`config.mk`:
```
export PLATFORM = sky130hd
export DESIGN_NAME = differential_thermostat_controller
export DESIGN_NICKNAME = d
export VERILOG_FILES = /design/src/sv/dtc_pkg.sv /design/src/sv/dtc_button.sv /design/src/sv/dtc_menu.sv /design/src/sv/dtc_relay.sv /design/src/sv/differential_thermostat_controller.sv
export SDC_FILE = /design/constraint.sdc
export NUM_CORES = 1
export LEC_CHECK = 0
export BUFFER_PORTS_ARGS = -buffer_cell sky130_fd_sc_hd__buf_4
export CORE_ASPECT_RATIO = 0.75
export CORE_MARGIN = 3
export CORE_UTILIZATION = 50
export DETAILED_ROUTE_END_ITERATION = 10
export GPL_TIMING_DRIVEN = 0
export PLACE_DENSITY = 0.67
export SKIP_CTS_REPAIR_TIMING = 1
export SKIP_LAST_GASP = 1
export SYNTH_ARGS = -nofsm -noshare
export SYNTH_HDL_FRONTEND = slang
export SYNTH_SLANG_ARGS = --single-unit
```
`constraint.sdc`:
```
create_clock -name clk_i -period 7.35 [get_ports clk_i]
set_clock_uncertainty 0.1 [all_clocks]
set_input_delay 0.3675 -clock clk_i [delete_from_list [all_inputs] [get_ports clk_i]]
set_output_delay 0.3675 -clock clk_i [all_outputs]
set_load 0.05 [all_outputs]
```
`src/sv/dtc_pkg.sv`:
```
`timescale 1ns / 1ps
// Shared types, reset values and register indexes for the differential
// thermostat controller. No dependencies.
package dtc_pkg;

  localparam int unsigned CfgAddrW = 3;
  localparam int unsigned CfgDataW = 10;
  localparam int unsigned TempW    = 8;
  localparam int unsigned CntW     = 8;
  localparam int unsigned MenuW    = 10;
  localparam int unsigned CmpW     = 10;

  localparam logic [CntW-1:0]  CntMax  = '1;
  localparam logic [MenuW-1:0] MenuMax = '1;

  localparam logic [6:0]       OnDeltaRst      = 7'd10;
  localparam logic [6:0]       OffDeltaRst     = 7'd3;
  localparam logic [6:0]       LimitReleaseRst = 7'd5;
  localparam logic [7:0]       PressTicksRst   = 8'd5;
  localparam logic [7:0]       HoldTicksRst    = 8'd20;
  localparam logic [7:0]       RepeatTicksRst  = 8'd70;
  localparam logic [9:0]       MenuTicksRst    = 10'd500;
  localparam logic [6:0]       RepeatStepRst   = 7'd10;
  localparam logic [TempW-1:0] LimitRst        = 8'd60;

  typedef enum logic [CfgAddrW-1:0] {
    RegOnDelta      = 3'd0,
    RegOffDelta     = 3'd1,
    RegLimitRelease = 3'd2,
    RegPressTicks   = 3'd3,
    RegHoldTicks    = 3'd4,
    RegRepeatTicks  = 3'd5,
    RegMenuTicks    = 3'd6,
    RegRepeatStep   = 3'd7
  } reg_idx_e;

  typedef struct packed {
    logic [6:0] on_delta;
    logic [6:0] off_delta;
    logic [6:0] limit_release;
    logic [7:0] press_ticks;
    logic [7:0] hold_ticks;
    logic [7:0] repeat_ticks;
    logic [9:0] menu_ticks;
    logic [6:0] repeat_step;
  } cfg_t;

  typedef struct packed {
    logic [CntW-1:0] count;
    logic            pressed;
    logic            held;
    logic [CntW-1:0] repeat_cnt;
  } btn_t;

  // Per-button result toward the shared menu and limit logic.
  typedef struct packed {
    logic             down;
    logic             open_menu;
    logic [TempW-1:0] limit_delta;
  } btn_evt_t;

endpackage

```
`src/sv/dtc_button.sv`:
```
`timescale 1ns / 1ps
// One debounced button: press, hold and repeat counting, limit step request.
// Depends on dtc_pkg.
module dtc_button import dtc_pkg::*; (
  input  logic     down_i,
  input  logic     dir_minus_i,
  input  cfg_t     cfg_i,
  input  btn_t     btn_i,
  output btn_t     btn_o,
  output btn_evt_t evt_o
);

  logic [CntW-1:0]  cnt_inc;
  logic [CntW-1:0]  rep_inc;
  logic [TempW-1:0] step;
  logic [TempW-1:0] one;

  assign step = {1'b0, cfg_i.repeat_step};
  assign one  = TempW'(1);

  always_comb begin
    btn_o           = btn_i;
    evt_o.down      = down_i;
    evt_o.open_menu = 1'b0;
    evt_o.limit_delta = '0;
    cnt_inc = (btn_i.count == CntMax) ? btn_i.count : btn_i.count + CntW'(1);
    rep_inc = btn_i.repeat_cnt + CntW'(1);
    if (down_i) begin
      btn_o.count = cnt_inc;
      if (cnt_inc > cfg_i.press_ticks && !btn_i.pressed) begin
        btn_o.pressed   = 1'b1;
        evt_o.open_menu = 1'b1;
      end
      if (cnt_inc > cfg_i.hold_ticks) begin
        btn_o.held = 1'b1;
        if (rep_inc > cfg_i.repeat_ticks) begin
          evt_o.limit_delta = dir_minus_i ? (TempW'(0) - step) : step;
          btn_o.repeat_cnt  = '0;
        end else begin
          btn_o.repeat_cnt = rep_inc;
        end
      end
    end else begin
      if (btn_i.pressed && !btn_i.held) begin
        evt_o.limit_delta = dir_minus_i ? (TempW'(0) - one) : one;
      end
      btn_o = '0;
    end
  end

endmodule

```
`src/sv/dtc_menu.sv`:
```
`timescale 1ns / 1ps
// Setpoint menu open flag and idle timeout counter.
// Depends on dtc_pkg.
module dtc_menu import dtc_pkg::*; (
  input  logic             any_down_i,
  input  logic             open_i,
  input  logic [MenuW-1:0] menu_ticks_i,
  input  logic             flag_i,
  input  logic [MenuW-1:0] count_i,
  output logic             flag_o,
  output logic [MenuW-1:0] count_o
);

  logic             flag_b;
  logic [MenuW-1:0] count_b;
  logic [MenuW-1:0] count_t;

  always_comb begin
    flag_b  = flag_i | open_i;
    count_b = any_down_i ? '0 : count_i;
    count_t = (flag_b && count_b != MenuMax) ? count_b + MenuW'(1) : count_b;
    if (count_t > menu_ticks_i) begin
      flag_o  = 1'b0;
      count_o = '0;
    end else begin
      flag_o  = flag_b;
      count_o = count_t;
    end
  end

endmodule

```
`src/sv/dtc_relay.sv`:
```
`timescale 1ns / 1ps
// Differential relay rules with high-limit lockout on the store.
// Depends on dtc_pkg.
module dtc_relay import dtc_pkg::*; (
  input  logic signed [TempW-1:0] source_i,
  input  logic signed [TempW-1:0] store_i,
  input  logic        [TempW-1:0] limit_i,
  input  cfg_t                    cfg_i,
  input  logic                    relay_i,
  input  logic                    enabled_i,
  output logic                    relay_o,
  output logic                    enabled_o
);

  logic signed [CmpW-1:0] src_w;
  logic signed [CmpW-1:0] store_w;
  logic signed [CmpW-1:0] lim_w;
  logic signed [CmpW-1:0] on_thr;
  logic signed [CmpW-1:0] off_thr;
  logic signed [CmpW-1:0] rel_thr;

  assign src_w   = CmpW'(source_i);
  assign store_w = CmpW'(store_i);
  assign lim_w   = CmpW'($signed(limit_i));
  assign on_thr  = store_w + $signed({3'b000, cfg_i.on_delta});
  assign off_thr = store_w + $signed({3'b000, cfg_i.off_delta});
  assign rel_thr = lim_w - $signed({3'b000, cfg_i.limit_release});

  always_comb begin
    relay_o   = relay_i;
    enabled_o = enabled_i;
    if (src_w > on_thr && enabled_o && !relay_o) begin
      relay_o = 1'b1;
    end
    if (src_w < off_thr && enabled_o) begin
      relay_o = 1'b0;
    end
    if (store_w > lim_w && enabled_o) begin
      relay_o   = 1'b0;
      enabled_o = 1'b0;
    end
    if (store_w < rel_thr) begin
      enabled_o = 1'b1;
    end
  end

endmodule

```
`src/sv/differential_thermostat_controller.sv`:
```
`timescale 1ns / 1ps
// An accepted transaction passes from the input register into the result register.
// Throughput: one transaction per cycle while out_ready_i does not stall; input and result
// registers (the result register is the controller state) form two stages with stall propagation.
// Reset: asynchronous, active low; config and state registers return to
// defaults, limit 60, relay off, lockout clear, menu closed, both buttons idle.
module differential_thermostat_controller import dtc_pkg::*; (
  input  logic                    clk_i,
  input  logic                    rst_ni,
  input  logic                    cfg_we_i,
  input  logic [CfgAddrW-1:0]     cfg_addr_i,
  input  logic [CfgDataW-1:0]     cfg_wdata_i,
  input  logic                    in_valid_i,
  output logic                    in_ready_o,
  input  logic                    plus_down_i,
  input  logic                    minus_down_i,
  input  logic signed [TempW-1:0] source_temp_i,
  input  logic signed [TempW-1:0] store_temp_i,
  output logic                    out_valid_o,
  input  logic                    out_ready_i,
  output logic                    relay_on_o,
  output logic                    locked_out_o,
  output logic signed [TempW-1:0] store_limit_o,
  output logic                    menu_open_o
);

  cfg_t cfg_q;

  logic                    in_valid_q;
  logic                    plus_q, minus_q;
  logic signed [TempW-1:0] source_q, store_q;
  logic                    out_valid_q;
  logic                    s1_fire;
  logic                    in_fire;

  btn_t             plus_btn_q, plus_btn_d, minus_btn_q, minus_btn_d;
  btn_evt_t         plus_evt, minus_evt;
  logic [MenuW-1:0] menu_cnt_q, menu_cnt_d;
  logic             menu_flag_q, menu_flag_d;
  logic [TempW-1:0] limit_q, limit_d;
  logic             relay_q, relay_d;
  logic             enabled_q, enabled_d;

  assign s1_fire    = in_valid_q && (!out_valid_q || out_ready_i);
  assign in_ready_o = !in_valid_q || s1_fire;
  assign in_fire    = in_valid_i && in_ready_o;

  // Configuration registers
  always_ff @(posedge clk_i or negedge rst_ni) begin
    if (!rst_ni) begin
      cfg_q <= '{on_delta: OnDeltaRst, off_delta: OffDeltaRst,
                 limit_release: LimitReleaseRst, press_ticks: PressTicksRst,
                 hold_ticks: HoldTicksRst, repeat_ticks: RepeatTicksRst,
                 menu_ticks: MenuTicksRst, repeat_step: RepeatStepRst};
    end else if (cfg_we_i) begin
      unique case (reg_idx_e'(cfg_addr_i))
        RegOnDelta:      cfg_q.on_delta      <= cfg_wdata_i[6:0];
        RegOffDelta:     cfg_q.off_delta     <= cfg_wdata_i[6:0];
        RegLimitRelease: cfg_q.limit_release <= cfg_wdata_i[6:0];
        RegPressTicks:   cfg_q.press_ticks   <= cfg_wdata_i[7:0];
        RegHoldTicks:    cfg_q.hold_ticks    <= cfg_wdata_i[7:0];
        RegRepeatTicks:  cfg_q.repeat_ticks  <= cfg_wdata_i[7:0];
        RegMenuTicks:    cfg_q.menu_ticks    <= cfg_wdata_i[9:0];
        RegRepeatStep:   cfg_q.repeat_step   <= cfg_wdata_i[6:0];
      endcase
    end
  end

  // Input stage
  always_ff @(posedge clk_i or negedge rst_ni) begin
    if (!rst_ni) begin
      in_valid_q <= 1'b0;
    end else if (in_ready_o) begin
      in_valid_q <= in_valid_i;
    end
  end

  always_ff @(posedge clk_i) begin
    if (in_fire) begin
      plus_q   <= plus_down_i;
      minus_q  <= minus_down_i;
      source_q <= source_temp_i;
      store_q  <= store_temp_i;
    end
  end

  dtc_button u_plus (
    .down_i      (plus_q),
    .dir_minus_i (1'b0),
    .cfg_i       (cfg_q),
    .btn_i       (plus_btn_q),
    .btn_o       (plus_btn_d),
    .evt_o       (plus_evt)
  );

  dtc_button u_minus (
    .down_i      (minus_q),
    .dir_minus_i (1'b1),
    .cfg_i       (cfg_q),
    .btn_i       (minus_btn_q),
    .btn_o       (minus_btn_d),
    .evt_o       (minus_evt)
  );

  assign limit_d = limit_q + plus_evt.limit_delta + minus_evt.limit_delta;

  dtc_menu u_menu (
    .any_down_i   (plus_evt.down | minus_evt.down),
    .open_i       (plus_evt.open_menu | minus_evt.open_menu),
    .menu_ticks_i (cfg_q.menu_ticks),
    .flag_i       (menu_flag_q),
    .count_i      (menu_cnt_q),
    .flag_o       (menu_flag_d),
    .count_o      (menu_cnt_d)
  );

  dtc_relay u_relay (
    .source_i  (source_q),
    .store_i   (store_q),
    .limit_i   (limit_d),
    .cfg_i     (cfg_q),
    .relay_i   (relay_q),
    .enabled_i (enabled_q),
    .relay_o   (relay_d),
    .enabled_o (enabled_d)
  );

  // Result stage: controller state doubles as the result register
  always_ff @(posedge clk_i or negedge rst_ni) begin
    if (!rst_ni) begin
      out_valid_q <= 1'b0;
      plus_btn_q  <= '0;
      minus_btn_q <= '0;
      menu_cnt_q  <= '0;
      menu_flag_q <= 1'b0;
      limit_q     <= LimitRst;
      relay_q     <= 1'b0;
      enabled_q   <= 1'b1;
    end else begin
      if (s1_fire) begin
        out_valid_q <= 1'b1;
        plus_btn_q  <= plus_btn_d;
        minus_btn_q <= minus_btn_d;
        menu_cnt_q  <= menu_cnt_d;
        menu_flag_q <= menu_flag_d;
        limit_q     <= limit_d;
        relay_q     <= relay_d;
        enabled_q   <= enabled_d;
      end else if (out_ready_i) begin
        out_valid_q <= 1'b0;
      end
    end
  end

  assign out_valid_o   = out_valid_q;
  assign relay_on_o    = relay_q;
  assign locked_out_o  = !enabled_q;
  assign store_limit_o = $signed(limit_q);
  assign menu_open_o   = menu_flag_q;

  a_lock_relay_off: assert property (@(posedge clk_i) disable iff (!rst_ni)
    !enabled_q |-> !relay_q)
    else $error("relay on during lockout");

  a_menu_cnt_flag: assert property (@(posedge clk_i) disable iff (!rst_ni)
    (menu_cnt_q != '0) |-> menu_flag_q)
    else $error("menu counting while closed");

  a_stage_result: assert property (@(posedge clk_i) disable iff (!rst_ni)
    s1_fire |=> out_valid_q)
    else $error("advanced transaction produced no result");

  a_stall_holds: assert property (@(posedge clk_i) disable iff (!rst_ni)
    (out_valid_q && !out_ready_i) |=> $stable(limit_q) && $stable(relay_q))
    else $error("state moved while result stalled");

  a_ready_busy: assert property (@(posedge clk_i) disable iff (!rst_ni)
    !in_ready_o |-> (in_valid_q && out_valid_q))
    else $error("input stalled with free stages");

endmodule
```
== After elaboration in Yosys (flattened, before gate mapping) ==
Cells that the tools add are included.
Storage, ports and cells
  register bits: 139
Operators by class
  mux-type cells: 33
  eq/ne operators: 14
  add/sub/neg operators: 11
  reductions and logical operators: 39
  $lt $le $gt $ge: 11
  bitwise operators: 3
Operators with widths (count)
  $mux W8: 10
  $gt A8 B8 Y1: 7
  $mux W18: 2
  $add A8 B1 Y8 const B: 4
  $mux W10: 3
  $reduce_and A2 Y1: 14
  $add A8 B8 Y9: 2
  $lt A8 B9 Y1: 2
  $mux W9: 2
  $add A8 B8 Y8: 2
  $eq A8 B8 Y1 const B: 2
  $mux W1: 15
  $eq A3 B3 Y1 const B: 4
  $logic_and A1 B1 Y1: 11
  $add A10 B1 Y10 const B: 1
  $gt A10 B10 Y1: 1
  $ne A10 B10 Y1 const B: 1
  $gt A8 B9 Y1: 1
  $sub A8 B8 Y9: 1
  $logic_not A1 Y1: 8
  $ne A2 B1 Y1 const B: 4
  $sub A1 B7 Y8 const A: 1
  $mux W7: 1
  $eq A3 B2 Y1 const B: 2
  6 further kinds: 10

== Depth between registers and ports, before layout ==
Gate-level depths: netlist of the first run.
  depth in word-level cells: 12
  gate-level depth with buffers: 33

== Modules after synthesis ==
A second synthesis of the first run with hierarchy kept.
Unflattened totals
  cells, all modules: 1153
  area total of the unflattened synthesis: 10777.8 um^2
Modules (own cells, without submodules)
  differential_thermostat_controller: times used 1, cells each 450, area each 5672.9 um^2
  dtc_button: times used 2, cells each 199, area each 1352.5 um^2
  dtc_relay: times used 1, cells each 202, area each 1641.6 um^2
  dtc_menu: times used 1, cells each 103, area each 758.2 um^2

== Worst setup path before layout of the first run ==
No wires, ideal clock.
  path kind: flip-flop to flip-flop
  from: register plus_btn_q[10] (netlist name)
  to: register enabled_q
  arrival: 6111 ps
  period minus slack after synthesis: 6284 ps
  stages on the path, launching flop included: 31
  slack: 1066 ps
  path through: dfrtp_1 > ha_1 > and3_1 > nand3_1 > nor2_1 > mux2_2 > ha_1 > nor2b_1 > o21ai_0 > nand4b_1 > o211ai_1 > nor2_1 > nand2_1 > fa_1 > inv_1 > ha_1 > fa_1 > xnor2_1 > inv_1 > ha_1 > a21o_1 > a21oi_1 > xor2_1 > ha_1 > a211oi_1 > nand2_1 > o221ai_1 > nand3_1 > a21oi_1 > nor4_1 > a21oi_1
On the way
  cells in the longest elaborated chain, start to end: 11
  elaborated cells on any way between the ends: 15
  classes of those cells: add/sub (4); order compare (3); eq/ne (1); mux (4); reduce/logical (3)
Ends and longest elaborated chain
  start, declared: RTL line differential_thermostat_controller.sv:36  | btn_t plus_btn_q, plus_btn_d, minus_btn_q, minus_btn_d;
  start signal, assigned: RTL line differential_thermostat_controller.sv:142  | plus_btn_q <= plus_btn_d;
  $add A8 B1 Y8 / $eq A8 B8 Y1 (equally long branches): RTL line dtc_button.sv:26  | cnt_inc = (btn_i.count == CntMax) ? btn_i.count : btn_i.count + CntW'(1);
  $mux W8 (*): RTL line dtc_button.sv:26
  $gt A8 B8 Y1 (*): RTL line dtc_button.sv:34  | if (cnt_inc > cfg_i.hold_ticks) begin
  $mux W8 (*): RTL line dtc_button.sv:34
  $mux W8 (*): RTL line dtc_button.sv:28  | if (down_i) begin
  $add A8 B8 Y8 (*) (2 in a row): RTL line differential_thermostat_controller.sv:105  | assign limit_d = limit_q + plus_evt.limit_delta + minus_evt.limit_delta;
  net limit_d[3]: RTL line differential_thermostat_controller.sv:40  | logic [TempW-1:0] limit_q, limit_d;
  $sub A8 B8 Y9 / $gt A8 B8 Y1 (equally long branches): RTL line dtc_relay.sv:27, dtc_relay.sv:38
  $lt A8 B9 Y1 / $logic_and A1 B1 Y1 (equally long branches): RTL line dtc_relay.sv:42, dtc_relay.sv:38
  $reduce_bool A2 Y1 (no line)
  $reduce_and A2 Y1 (no line)
  end signal, assigned: RTL line differential_thermostat_controller.sv:148  | enabled_q <= enabled_d;
  end, declared: RTL line differential_thermostat_controller.sv:42  | logic enabled_q, enabled_d;
The timed path passes the listed nets; every way through them passes the cells marked *.
A chain may end at the register's enable or synchronous reset.

== Worst setup path after layout of the first run ==
  from: register minus_btn_q[10] (netlist name)
  to: register enabled_q
On the way
  cells in the longest elaborated chain, start to end: 10
  elaborated cells on any way between the ends: 14
  classes of those cells: add/sub (3); order compare (3); eq/ne (1); mux (4); reduce/logical (3)
Ends and longest elaborated chain
  start, declared: RTL line differential_thermostat_controller.sv:36
  start signal, assigned: RTL line differential_thermostat_controller.sv:143  | minus_btn_q <= minus_btn_d;
  $add A8 B1 Y8 / $eq A8 B8 Y1 (equally long branches): RTL line dtc_button.sv:26
  $mux W8 (*): RTL line dtc_button.sv:26
  $gt A8 B8 Y1 (*): RTL line dtc_button.sv:34
  $mux W8 (*): RTL line dtc_button.sv:34
  $mux W8 (*): RTL line dtc_button.sv:28
  $add A8 B8 Y8 (*): RTL line differential_thermostat_controller.sv:105
  net limit_d[2]: RTL line differential_thermostat_controller.sv:40
  $sub A8 B8 Y9 / $gt A8 B8 Y1 (equally long branches): RTL line dtc_relay.sv:27, dtc_relay.sv:38
  $lt A8 B9 Y1 / $logic_and A1 B1 Y1 (equally long branches): RTL line dtc_relay.sv:42, dtc_relay.sv:38
  $reduce_bool A2 Y1 (no line)
  $reduce_and A2 Y1 (no line)
Marked as above.

==> flow_summary.yaml, run 1 <==
synthesis:
  ys_types: 82
  largest_family_of_logic_cells_by_synthesized_area: "adder cells"
  ys_warn_count: 0
  postSynthAreaPerCell_um2: 9.819
  synth_mux_area_share_pct: 6.257
  synth_top_cell_area_share_pct: 24.16
  synth_top_cells_by_area: "dfrtp_1 24%, ha_1 16%, dfstp_2 6.9%"
  synth_cells: 1002
  synthArstFlopShare_pct: 87.05
  post_synth_and_or_nand_nor_area_fraction_pct: 15.01
  synth.ff_latch_count: 139
  dominant_cell_type_by_area_after_synthesis: "dfrtp_1"
  edff_count_synth: 18
  synth.cell_area_um2: 9838
  number_of_nets_produced_by_synthesis: 1171
  synth_top_flop_cell: "dfrtp_1"
  fraction_of_the_mapped_netlist_area_in_compound_gates_pct: 14.66
  synth-seq-area-share_pct: 36.60
  synth_fa_ha_area_share_pct: 17.86
  synth_xor_area_share_pct: 5.481
routing:
  drt_first_iter_violations: 558
  post_route_antenna_net_violation_count: 0
  final_wl_mm: 24.85
  drcViolationCount: 0
  post_drt_wl_per_cell_um: 18.61
  num_vias: 7579
  route.detailed.vias_per_inst: 5.677
  number_of_detailed_route_iterations_in_the_first_pass: 5
clock_tree:
  htree_levels: 4
  cts_root_buf: "clkbuf_16"
  worstSkewPairLatency_ns: 0.43
  clock_tree.buffer_depth: 2
  cts.sink_count: 139
  cts_tree: "done"
  cts_made_buffers: 17
  clk_pin_slew_ns: 0.06
critical_path:
  critical_path.endpoint_type: "flip-flop"
  worstPathRequired_ns: 7.59
  crit_type: "flip-flop to flip-flop"
  critical_path_arrival_ns: 7.11
  rrSetupSlack_ns: 0.48
  worstPathMaxFanout: 8
  critical-path-max-stage-delay_ns: 0.50
  setup.worst_path.start_class: "flip-flop"
  critical_path.slowest_cell: "fa_1"
die:
  die_height_um: 127.5
  core.rowCount: 43
  design.die.area_um2: 21410
  ios: 49
  initial_utilization_pct: 52.10
  core_area_um2: 18880
  die_w_um: 168.0
pwr:
  peakVddDrop_mv: 0.2335
  p_per_area_nw_per_um2: 295.8
  p_leak_nw: 5.232
timing:
  final_hold_vios: 0
  grt_setup_unrepaired: "no"
  setup-tns-final_ns: 0
  postLayoutSetupSlackWorst_ns: 0.4847
  layout_min_cycle_time_ns: 6.865
  final_min_period_over_clock_period_pct: 93.40
  setup-violations-final: 0
  worst_pin_slew_ns: 1.024
  slew_violations: 0
  slew_headroom_pct: 31.72
  fmaxAchievable_ghz: 0.1457
run:
  maxCapViolations: 0
cells_and_area:
  multi_input_area_um2: 5891
  reg_area_um2: 3601
  layoutNonFillerInstCount: 1335
  area_growth_syn_to_layout_pct: 14.05
  antenna_cells: 0
  design_area_um2: 11220
  drive_gt1_share_pct: 18.20
  fin_util_pct: 59.42
  num-fill-cells: 1602
  final_nets: 1244
place:
  dp_worst_setup_slack_ns: -0.1787
  buffer_ports.inserted: 45
  post-place-cells: 1295
  hpwlAfterDp_mm: 18.54
  gpl.final_weighted_congestion: 0.8771
  placedInstanceArea_um2: 10520
global_routing:
  initial_antenna_violation_count: 0
  grt_overflow_total: 0
  grt_overall_usage_pct: 23.55
  grt_pass1_wl_mm: 39.74
  grt_max_degree: 94
  first_global_vias: 7323
min_path:
  type_of_the_most_critical_hold_path: "primary input to flip-flop"
outcome:
  outcome: "finished clean"
## through the flow
step	hold slack [ns]	power (mW)
after floorplan	-0.02809	2.074
after global routing	0.008297	3.571
after CTS	-0.2939	3.311
after detailed placement	0.1627	2.441
final	0.01507	3.319
after global placement	0.3719	2.397
## layer usage
layer	routed length [µm]	GRT usage, %	part of all wire (%)
met1	12650	36.87	51
met4	361	5.820	1.5
met5	0	0	0
met2	10270	33.25	41
met3	1571	4.609	6.3
## Yosys cell counts (7+ instances only)
cell type / count
nand2_1: 98
dfstp_2: 26
xnor2_1: 32
clkbuf_1: 20
and3_1: 8
nand2b_1: 14
o21ai_0: 51
fa_1: 11
o211ai_1: 7
mux2_2: 51
a22o_1: 7
nor2b_1: 14
ha_1: 122
a21o_1: 22
nand4_1: 18
xor2_1: 24
edfxtp_1: 18
dfrtp_1: 95
inv_1: 76
a21oi_1: 62
nor2_1: 48
nor3_1: 13
nand3_1: 35
and2_1: 10
## final cells by class
class	instances	area share, %
inverter	77	2.576
multi-input combinational	758	52.50
tap	247	2.754
clock inverter	10	0.7694
sequential	139	32.09
timing repair buffer	54	3.847
buffer	28	1.048
clock buffer	22	4.416
## kinds of logic after synthesis
family	after synthesis
AOI/OAI and AO/OA	217
buffers and inverters	105
and+or+nand+nor	293
xor gates and xnor gates	59
adders and majority gates	134
DFF	139
muxes	55
## sequential cells by signal, indices dropped and copies added (netlist names)
register       cells
in_valid_q         1
minus_btn_q       18
store_limit_o      8
relay_on_o         1
out_valid_o        1
plus_btn_q        18
menu_cnt_q        10
plus_q             1
minus_q            1
source_q           8
cfg_q             62
menu_open_o        1
store_q            8
enabled_q          1
## path summary, 6_finish.rpt
check	from	to	cells after the start
min	store_temp_i[6]	store_q[6]	1
max in group asynchronous	rst_ni	store_limit_o[4]	3
min in group asynchronous	rst_ni	cfg_q[50]	2
min reg2reg	store_limit_o[5]	store_limit_o[5]	2
max	minus_btn_q[10]	enabled_q	30
max reg2reg	minus_btn_q[10]	enabled_q	30
## worst max-delay path, delay by kind of cell, from the launching register on
family | cells | cell delay [ns]
xor gates and xnor gates | 2 | 0.44
DFF | 1 | 0.46
adders and majority gates | 7 | 2.41
AOI/OAI and AO/OA | 11 | 1.95
buffers and inverters | 1 | 0.07
and+or+nand+nor | 9 | 1.34
## power breakdown
group          switching (mW)  internal (mW)  total [mW]
Sequential              0.111          0.937        1.05
Combinational           0.817          0.605        1.42
Clock                   0.338          0.511       0.849
Total                    1.27           2.05        3.32
## cell usage in the layout, fill, tap and decap left out, drive strengths merged, types with 4 or more instances in the layout
cell and count:
ha 122, nand2 99, dfrtp 95, inv 79, a21oi 64, buf 61
o21ai 57, mux2 52, nor2 48, clkbuf 42, nand3 35, xnor2 34
dfstp 26, xor2 25, a21o 22, nand4 19, edfxtp 18, nand2b 15
nor3 15, nor2b 14, fa 11, and2 11, and3 8, o211ai 7
a22o 7, nor3b 7, o21bai 6, o21a 6, a31o 6, nand4b 5
a211oi 5, clkinv 5, or3 4, o31ai 4, a31oi 4
Note: power is estimated with default switching activity, not from simulation.
==> inputs of run 2 (changes only) <==
--- a/config.mk
+++ b/config.mk
@@ -8,10 +8,11 @@
 export BUFFER_PORTS_ARGS = -buffer_cell sky130_fd_sc_hd__buf_4
 export CORE_ASPECT_RATIO = 0.75
 export CORE_MARGIN = 3
-export CORE_UTILIZATION = 50
+export CORE_UTILIZATION = 63
 export DETAILED_ROUTE_END_ITERATION = 10
 export GPL_TIMING_DRIVEN = 0
-export PLACE_DENSITY = 0.67
+export PLACE_DENSITY = 0.82
+export RECOVER_POWER = 100
 export SKIP_CTS_REPAIR_TIMING = 1
 export SKIP_LAST_GASP = 1
 export SYNTH_ARGS = -nofsm -noshare
==> run 2 against run 1 <==
  * The run now ends with capacitance limit, slew limit left
  * Wire length grew 1.3%
  * Clock-buffer cell count decreased by 4
  * Via count up 5.0%
  * Combinational power barely moved
  * Clock power increased by 10%
  * First-iteration DRC count grew 34%
  * Setup slack got worse by 0.10 ns
  * Highest routed layer unchanged
==> flow_summary.yaml, run 2 (same netlist as run 1, synthesis figures left out) <==
timing:
  setup-violations-final: 0
  layout_min_cycle_time_ns: 6.967
  slew_headroom_pct: -190.6
  final_hold_vios: 0
  slew_violations: 124
  hold_slack_ns: 0.04072
  final_min_period_over_clock_period_pct: 94.78
  fmaxAchievable_ghz: 0.1435
  worst_pin_slew_ns: 4.359
global_routing:
  grt_overall_usage_pct: 29.96
  grt_overflow_total: 0
  initial_antenna_violation_count: 0
  grt_max_degree: 95
  first_global_vias: 7696
  grt_pass1_wl_mm: 40.19
critical_path:
  cpMostUsedCell: "ha_1"
  critical-path-max-stage-delay_ns: 0.52
  setup.worst_path.start_class: "flip-flop"
  critical_path.top_delay_family: "adder cells"
  critical_path_arrival_ns: 7.22
  critical_path.slowest_cell: "fa_1"
  critical_path.endpoint_type: "flip-flop"
  crit_type: "flip-flop to flip-flop"
  worstPathRequired_ns: 7.60
  worstPathMaxFanout: 5
  path_buf_inv: 1
clock_tree:
  worstSkewPairLatency_ns: 0.42
  htree_levels: 4
  clk_pin_slew_ns: 0.06
  clock_tree.buffer_depth: 2
  cts_root_buf: "clkbuf_16"
  cts.sink_count: 139
  cts_made_buffers: 17
  cts_tree: "done"
place:
  hpwlAfterDp_mm: 18.10
  buffer_ports.inserted: 45
  post-place-cells: 1248
  gpl.final_weighted_congestion: 0.9583
die:
  design.die.area_um2: 17170
  core.rowCount: 38
  die_w_um: 150.3
  die_height_um: 114.2
  initial_utilization_pct: 66.11
  core_area_um2: 14880
  ios: 49
cells_and_area:
  layoutNonFillerInstCount: 1288
  largest_register: "cfg_q"
  most_common_library_cell_in_the_layout_ignoring_fill_and_taps: "ha_1"
  most-common-layout-cells: "122 x ha_1, 99 x nand2_1, 95 x dfrtp_1, 76 x inv_1, 60 x a21oi_1"
  antenna_cells: 0
  final_nets: 1244
  drive_gt1_share_pct: 16.08
  fin_util_pct: 74.82
  largest_reg_flops: 62
  area_growth_syn_to_layout_pct: 13.18
  reg_top3: "cfg_q (62), minus_btn_q (18), plus_btn_q (18)"
min_path:
  type_of_the_most_critical_hold_path: "primary input to flip-flop"
run:
  maxCapViolations: 2
pwr:
  power_report.internal_total_mw: 2.122
  peakVddDrop_mv: 0.3483
  p_per_area_nw_per_um2: 306.9
  p_leak_nw: 5.175
  netSwitchingPower_mw: 1.295
  design_power_total_mw: 3.417
  clockPowerShare_pct: 27.4
  pwr-share-comb_pct: 41.8
  power.sequential.fraction_pct: 30.8
  sw_ratio_pct: 37.90
routing:
  final_wl_mm: 25.18
  num_vias: 7961
  number_of_detailed_route_iterations_in_the_first_pass: 5
  post_drt_wl_per_cell_um: 19.55
  drt_first_iter_violations: 748
  post_route_antenna_net_violation_count: 0
  drcViolationCount: 0
  route.detailed.vias_per_inst: 6.181
outcome:
  failed_checks: "capacitance limit, slew limit"
  outcome: "finished, violations left"
-- run 2: cell count changes in the layout (fill, tap and decap cells not counted), moves of 4 or more --
| cell | delta |
|---|---|
| buf_4 | -31 |
| clkinv_1 | +4 |
| clkbuf_4 | +18 |
| clkbuf_1 | +16 |
| bufinv_16 | +4 |
-- run 2: area by class of cell --
| class | instances | area, µm² |
|---|---|---|
| Multi-Input combinational cell | 758 | 5888 |
| Inverter | 77 | 289.0 |
| Clock buffer | 18 | 429.2 |
| Timing Repair Buffer | 54 | 357.8 |
| Tap cell | 200 | 250.2 |
| Clock inverter | 14 | 201.4 |
| Buffer | 28 | 117.6 |
| Fill cell | 1023 | 3747 |
| Sequential cell | 139 | 3601 |
-- run 2: per-layer routing --
| metal | global-route usage, % | routed length, µm | vias to the layer above |
|---|---|---|---|
| met5 | 0 | 0 | - |
| met4 | 10.05 | 654 | 0 |
| met3 | 6.529 | 1759 | 48 |
| met2 | 44.79 | 11010 | 257 |
| met1 | 43.45 | 11750 | 3913 |
| li1 | - | - | 3743 |
-- run 2: power by group through the flow --
stage	Sequential (mW)	Combinational, mW	Clock (mW)
floorplan	1.11	0.968	0
global placement	1.05	1.33	0
detailed placement	1.06	1.39	0
CTS	1.05	1.42	0.942
global route	1.07	1.59	0.972
finish	1.05	1.43	0.938
-- run 2: final timing paths --
| kind | start | endpoint | slack, ns | depth (start not counted) |
|---|---|---|---|---|
| hold reg to reg | store_limit_o[5] | store_limit_o[5] | 0.39 | 2 |
| min in group asynchronous | rst_ni | in_valid_q | 0.75 | 2 |
| max in group asynchronous | rst_ni | store_limit_o[0] | 1.26 | 3 |
| setup reg to reg | plus_btn_q[10] | enabled_q | 0.38 | 31 |
| setup / recovery | plus_btn_q[10] | enabled_q | 0.38 | 31 |
| hold / removal | store_temp_i[4] | store_q[4] | 0.04 | 1 |
-- run 2: through the flow --
step / setup slack [ns] / cell area, µm² / setup TNS [ns]
after floorplan: 1.066 / 9838 / 0
after global placement: 0.01403 / 10430 / 0
after detailed placement: -0.1849 / 10460 / -0.1849
after CTS: -0.3628 / 11090 / -0.3628
after global routing: -0.07203 / 11130 / -0.07203
final: 0.3833 / 11130 / 0
